**config.mk**
```make
export PLATFORM = sky130hd
export DESIGN_NAME = float_vector_sum_reduce
export DESIGN_NICKNAME = d
export VERILOG_FILES = /design/src/fvsr_pkg.sv /design/src/float_vector_sum_reduce.sv /design/src/fvsr_fadd.sv
export SDC_FILE = /design/constraint.sdc
export NUM_CORES = 1
export LEC_CHECK = 0
export BUFFER_PORTS_ARGS = -buffer_cell sky130_fd_sc_hd__buf_2
export CELL_PAD_IN_SITES_DETAIL_PLACEMENT = 1
export CELL_PAD_IN_SITES_GLOBAL_PLACEMENT = 2
export CORE_AREA = 2 2 222 224
export CTS_BUF_LIST = sky130_fd_sc_hd__clkbuf_4
export CTS_CLUSTER_SIZE = 30
export DETAILED_ROUTE_END_ITERATION = 16
export DIE_AREA = 0 0 224 226
export PLACE_DENSITY_LB_ADDON = 0.1
export SLEW_MARGIN = 30
export SYNTH_ARGS = -nofsm -noshare
export SYNTH_HDL_FRONTEND = slang
export SYNTH_SLANG_ARGS = --single-unit
```
**constraint.sdc**
```tcl
create_clock -name clk -period 25.8 [get_ports clk]
set_input_delay 2.58 -clock clk [delete_from_list [all_inputs] [get_ports clk]]
set_output_delay 2.58 -clock clk [all_outputs]
set_load 0.02 [all_outputs]
```
**src/fvsr_pkg.sv**
```systemverilog
// Shared constants and helpers for the float vector sum reduction block.
// No dependencies; imported by fvsr_fadd and float_vector_sum_reduce.
`default_nettype none
package fvsr_pkg;

  localparam int unsigned MAX_VECTORS = 16;
  localparam int unsigned CNT_W       = 4;
  localparam int unsigned CFG_W       = 5;
  localparam logic [31:0] CANON_QNAN  = 32'h7FC0_0000;

  // True for any NaN bit pattern
  function automatic logic is_nan(input logic [31:0] b);
    is_nan = (b[30:23] == 8'hFF) && (b[22:0] != 23'd0);
  endfunction

endpackage
`default_nettype wire

```
**src/float_vector_sum_reduce.sv**
```systemverilog
// Top level: element-wise binary32 vector sum with a running accumulator.
// Depends on fvsr_pkg and fvsr_fadd.
//
//  channel | ports                                | role
//  in      | in_valid, in_ready, in_value_bits    | one tensor element per transfer
//  out     | out_valid, out_ready, out_sum_bits   | one group sum per transfer
//  cfg     | cfg_wr_en, cfg_wr_data               | tensor_count write
//
// One value per cycle unless a held result is not taken; the accumulator add is combinational through fvsr_fadd.
// A group sum is registered and appears in the cycle after its last value is taken.
// rst_n is synchronous: count reg to 1, sum and count cleared, output empty.
// in_ready drops only while a held result is not taken.
`default_nettype none
module float_vector_sum_reduce (
  input  wire logic                      clk,
  input  wire logic                      rst_n,
  input  wire logic                      in_valid,
  output logic                           in_ready,
  input  wire logic [31:0]               in_value_bits,
  output logic                           out_valid,
  input  wire logic                      out_ready,
  output logic      [31:0]               out_sum_bits,
  input  wire logic                      cfg_wr_en,
  input  wire logic [fvsr_pkg::CFG_W-1:0] cfg_wr_data
);
  import fvsr_pkg::*;

  logic [CFG_W-1:0] tensor_count_r;
  logic [31:0]      running_sum_r, running_sum_nxt;
  logic [CNT_W-1:0] values_seen_r, values_seen_nxt;
  logic             out_valid_r, out_valid_nxt;
  logic [31:0]      out_sum_r, out_sum_nxt;
  logic [31:0]      add_sum;
  logic             accept, count_ok, last;
  logic [CFG_W-1:0] seen_inc;

  fvsr_fadd u_fadd (
    .a   (running_sum_r),
    .b   (in_value_bits),
    .sum (add_sum)
  );

  assign in_ready = !out_valid_r || out_ready;
  assign accept   = in_valid && in_ready;
  assign count_ok = (tensor_count_r != '0) &&
                    (tensor_count_r <= CFG_W'(MAX_VECTORS));
  assign seen_inc = {1'b0, values_seen_r} + CFG_W'(1);
  assign last     = (seen_inc >= tensor_count_r);

  // Advance accumulator and result register
  always_comb begin
    running_sum_nxt = running_sum_r;
    values_seen_nxt = values_seen_r;
    out_valid_nxt   = out_valid_r && !out_ready;
    out_sum_nxt     = out_sum_r;
    if (accept && count_ok) begin
      running_sum_nxt = (values_seen_r == '0) ? in_value_bits : add_sum;
      if (last) begin
        values_seen_nxt = '0;
        out_valid_nxt   = 1'b1;
        out_sum_nxt     = is_nan(running_sum_nxt) ? CANON_QNAN : running_sum_nxt;
      end else begin
        values_seen_nxt = seen_inc[CNT_W-1:0];
      end
    end
  end

  // Hold state; reset sets the count reg to 1 and clears the rest
  always_ff @(posedge clk) begin
    if (!rst_n) begin
      tensor_count_r <= CFG_W'(1);
      running_sum_r  <= '0;
      values_seen_r  <= '0;
      out_valid_r    <= 1'b0;
    end else begin
      if (cfg_wr_en) tensor_count_r <= cfg_wr_data;
      running_sum_r <= running_sum_nxt;
      values_seen_r <= values_seen_nxt;
      out_valid_r   <= out_valid_nxt;
    end
  end

  always_ff @(posedge clk) begin
    out_sum_r <= out_sum_nxt;
  end

  assign out_valid    = out_valid_r;
  assign out_sum_bits = out_sum_r;

endmodule
`default_nettype wire

```
**src/fvsr_fadd.sv**
```systemverilog
// Combinational binary32 adder, round to nearest even, subnormals kept.
// Depends on fvsr_pkg (CANON_QNAN, is_nan).
`default_nettype none
module fvsr_fadd (
  input  wire logic [31:0] a,
  input  wire logic [31:0] b,
  output logic      [31:0] sum
);
  import fvsr_pkg::*;

  logic        a_inf, b_inf, big_is_a;
  logic [31:0] big, sml;
  logic [7:0]  eb, es, d;
  logic [26:0] mb_x, ms_x, ms_sh;
  logic        st_sh;
  logic [27:0] s_raw;
  logic [26:0] s_al;
  logic [8:0]  e_al;
  logic [4:0]  lz;
  logic        lz_found;
  logic [8:0]  shamt;
  logic [26:0] m_n;
  logic [8:0]  e_n;
  logic [30:0] packed_v, rounded;
  logic        rnd_up;

  always_comb begin
    a_inf = (a[30:23] == 8'hFF) && (a[22:0] == 23'd0);
    b_inf = (b[30:23] == 8'hFF) && (b[22:0] == 23'd0);

    // Order operands by magnitude
    big_is_a = (a[30:0] >= b[30:0]);
    big = big_is_a ? a : b;
    sml = big_is_a ? b : a;
    eb  = (big[30:23] == 8'd0) ? 8'd1 : big[30:23];
    es  = (sml[30:23] == 8'd0) ? 8'd1 : sml[30:23];
    d   = eb - es;
    mb_x = {(big[30:23] != 8'd0), big[22:0], 3'b000};
    ms_x = {(sml[30:23] != 8'd0), sml[22:0], 3'b000};

    // Align smaller operand, fold shifted-out bits into sticky
    if (d >= 8'd27) begin
      ms_sh = 27'd0;
      st_sh = |ms_x;
    end else begin
      ms_sh = ms_x >> d;
      st_sh = ((ms_sh << d) != ms_x);
    end
    ms_sh[0] = ms_sh[0] | st_sh;

    // Add or subtract magnitudes
    if (big[31] == sml[31]) s_raw = {1'b0, mb_x} + {1'b0, ms_sh};
    else                    s_raw = {1'b0, mb_x} - {1'b0, ms_sh};

    if (s_raw[27]) begin
      s_al = {s_raw[27:2], s_raw[1] | s_raw[0]};
      e_al = {1'b0, eb} + 9'd1;
    end else begin
      s_al = s_raw[26:0];
      e_al = {1'b0, eb};
    end

    // Leading zero count for cancellation
    lz = 5'd0;
    lz_found = 1'b0;
    for (int i = 26; i >= 0; i--) begin
      if (!lz_found && s_al[i]) begin
        lz = 5'(26 - i);
        lz_found = 1'b1;
      end
    end
    shamt = ({4'd0, lz} < e_al) ? {4'd0, lz} : (e_al - 9'd1);
    m_n = s_al << shamt;
    e_n = e_al - shamt;

    // Pack and round; mantissa carry ripples into the exponent
    packed_v = {(m_n[26] ? e_n[7:0] : 8'd0), m_n[25:3]};
    rnd_up   = m_n[2] & (m_n[1] | m_n[0] | m_n[3]);
    rounded  = packed_v + {30'd0, rnd_up};

    // Special cases
    if (is_nan(a) || is_nan(b) || (a_inf && b_inf && (a[31] != b[31]))) begin
      sum = CANON_QNAN;
    end else if (a_inf || b_inf) begin
      sum = a_inf ? a : b;
    end else if (s_raw == 28'd0) begin
      sum = {big[31] & sml[31], 31'd0};
    end else if (e_al >= 9'd255) begin
      sum = {big[31], 8'hFF, 23'd0};
    end else begin
      sum = {big[31], rounded};
    end
  end

endmodule
`default_nettype wire

```
==> flow_summary.ini <==
[setup_path]
cp_data_required_time_ps = 26070
crit_fanout = 30
cp.arrival_ps = 24550
slowest_stage = mux2i_1
worstSetupEndpointType = flip-flop
max_stage_delay_ps = 780
start_kind = primary input
ff2ff_setup_slack_ps = 3510
path_class = in -> reg

[sta]
period_share = 0.941
tns_ps = 0
relSlewSlack = 0.285
fin_crit_ps = 24270
hold_viol = 0
fmax_mhz = 41.2
rsz0062_at_grt = false
drv_slew = 0
worst_pin_slew_ps = 1060
setup_violations = 0
finalClockSkew_ps = 14.0

[logic_synthesis]
synth_warnings = 0
synthXorXnorAreaFrac = 0.0307
ys_types = 119
ys_seq_elements = 74
synth_compound_area_frac = 0.364
avgSynthCellArea_um2 = 6.80
synth_top_family_by_area = compound AO/OA/AOI/OAI gates
yosysSeqAreaShare = 0.102
synth_nets = 2757
synth_area_mm2 = 0.0177
muxShareOfSynthArea = 0.0688
syn_inst = 2601
synth_area_leaders = ha_1 (7.9%), nand2_1 (6.4%), a21oi_1 (6.3%)
yosys_most_used_dff = dfxtp_1
synth_adder_area_share = 0.0819
synthArstFlopShare = 0
synth_top_area_frac = 0.0785
synth_area_leader_cell = ha_1
synth-simple-area-share = 0.283
synth_edf_count = 32

[run]
maxCapViolCount = 0

[floorplan]
rows = 81
io_pins = 76
dieArea_mm2 = 0.0506
die_y_um = 226
start_util = 0.366
fp.dieW_um = 224
core_mm2 = 0.0483

[clock_network]
hold_buffers = 0
clk_path_buf_depth = 2
cts_tree = yes
cts_sinks = 74
htree_levels = 3
cts_root_buf = clkbuf_4
cts_made_buffers = 9
clk_latency_ps = 440
clkTransAtPathRegs_ps = 120

[power]
irDropWorstVdd_v = 0.0000794
p_per_area_mw_per_mm2 = 128
p_leak_nw = 7.40

[place]
port_buffers = 75
gp_congestion = 1.06
place_inst = 3197
dp_hpwl_mm = 82.0

[routing]
avgViaCountPerCell = 7.01
totalWireLength_mm = 101
wl_per_cell_um = 31.5
dr.pass1.iters = 6
via_count = 22500
antenna_left = 0
drc = 0
drt_iter0_drc = 2505

[grt]
grt_pass1_wl_mm = 148
grt_antenna_before_repair = 2
grt_max_degree = 56
grt_pass1_vias = 22100
overflow = 0
grt.total_usage = 0.388

[cells_and_area]
final_nets = 2743
drive_gt1_frac = 0.113
stdcell_count = 3216
area_delta_synth_final_pct = 7.05

[hold_path]
hold_class = reg -> reg

[run_status]
status = completed
worst paths after layout:
kind | depth (start not counted) | end | from
worst min-delay path | 2 | values_seen_r[1] | values_seen_r[1]
worst min register to register | 2 | values_seen_r[1] | values_seen_r[1]
worst max register to register | 67 | out_sum_bits[20] | running_sum_r[18]
worst max-delay path | 69 | out_sum_bits[20] | in_value_bits[18]
cells by family after synthesis:
logic type	Yosys count
AND/OR/NAND/NOR	1025
AO/OA/AOI/OAI	921
buffers and inverters	301
adder cells (fa/ha/maj)	114
multiplexers	104
flip-flops	74
XOR/XNOR	62
cell usage after synthesis, types with 13 or more instances:
cell type,number
nand2_1,302
nor2_1,262
a21oi_1,224
o21ai_0,141
inv_1,137
ha_1,111
nand3_1,105
clkbuf_1,101
a211oi_1,74
mux2i_1,68
nor3_1,64
nor4_1,47
dfxtp_1,42
nand4_1,38
xnor2_1,38
a21o_1,35
and2_1,32
buf_2,32
edfxtp_1,32
o211ai_1,32
o22ai_1,31
a22oi_1,29
a31oi_1,28
a41oi_1,27
nand2b_1,25
xor2_1,24
mux2_2,23
o221ai_1,22
a221oi_1,21
or3_1,21
and3_1,20
o31ai_1,19
o21bai_1,18
or2_2,18
buf_1,17
o21ai_1,16
nor2b_1,15
a32oi_1,13
o21a_1,13
timing repair:
action,in CTS,in global routing
buffers inserted,0,0
setup endpoints to repair,0,2
gates resized for setup,0,1
critical path: cells and delay by family:
family	cells	cell delay, ps
AO/OA/AOI/OAI	30	9770
XOR/XNOR	2	790
adder cells (fa/ha/maj)	5	1460
buffers and inverters	10	2310
multiplexers	4	1900
AND/OR/NAND/NOR	18	5630
through the flow:
step                hold WS (ps)  area [um^2]  utilization  setup WS [ps]  power [W]
finish                       507        18900        0.392           1530    0.00243
detailed placement           491        18700        0.387           1330    0.00226
global route                 539        18900        0.392            244    0.00253
floorplan                    466        17700            -           6320    0.00149
CTS                          507        18900        0.391           1730    0.00235
global placement             484        18700        0.387           1830    0.00225
registers in the layout, indices dropped and copies added, names as in the netlist:
signal / cells
out_sum_bits: 32
running_sum_r: 32
tensor_count_r: 5
values_seen_r: 4
out_valid: 1
cell type report:
type	instances	area, um^2
antenna	2	5.00
clock buffer	11	82.6
clock inverter	5	77.6
fill	6206	29400
inverter	143	541
multi-input combinational	2226	14800
sequential	74	1800
tap	622	778
timing repair buffer	133	831
metal layers:
metal	global-route usage	part of all wire	up-vias
met5	0	0	-
met4	0.227	0.067	0
met3	0.0589	0.077	272
met2	0.605	0.44	1152
met1	0.509	0.42	11200
li1	-	-	9884
report_power, final:
part	internal [W]	total, W	switching, W
logic	0.000630	0.00218	0.00155
clock network	0.0000414	0.0000838	0.0000424
registers	0.000145	0.000168	0.0000235
total	0.000817	0.00243	0.00162
placed cells by master, fill, tap and decap left out, types with 13 or more instances in the layout:
| cell type | count |
|---|---|
| a32oi_1 | 13 |
| o21bai_1 | 18 |
| nand2b_1 | 25 |
| nand2_1 | 301 |
| xnor2_1 | 36 |
| edfxtp_1 | 32 |
| o21ai_0 | 126 |
| or3_1 | 21 |
| a21oi_1 | 220 |
| a41oi_1 | 27 |
| mux2_2 | 23 |
| nor3_1 | 64 |
| or2_2 | 18 |
| a21o_1 | 35 |
| a22oi_1 | 29 |
| dfxtp_1 | 42 |
| nand4_1 | 38 |
| a31oi_1 | 28 |
| inv_1 | 136 |
| nor4_1 | 44 |
| and3_1 | 19 |
| xor2_1 | 23 |
| o211ai_1 | 32 |
| buf_4 | 56 |
| o21a_1 | 13 |
| o22ai_1 | 31 |
| nand3_1 | 105 |
| ha_1 | 110 |
| a211oi_1 | 73 |
| o21ai_1 | 29 |
| nor2b_1 | 15 |
| buf_2 | 75 |
| mux2i_1 | 68 |
| a221oi_1 | 21 |
| nor2_1 | 260 |
| o221ai_1 | 21 |
| and2_1 | 32 |
| o31ai_1 | 18 |
Power figures use the tool's default switching activity.
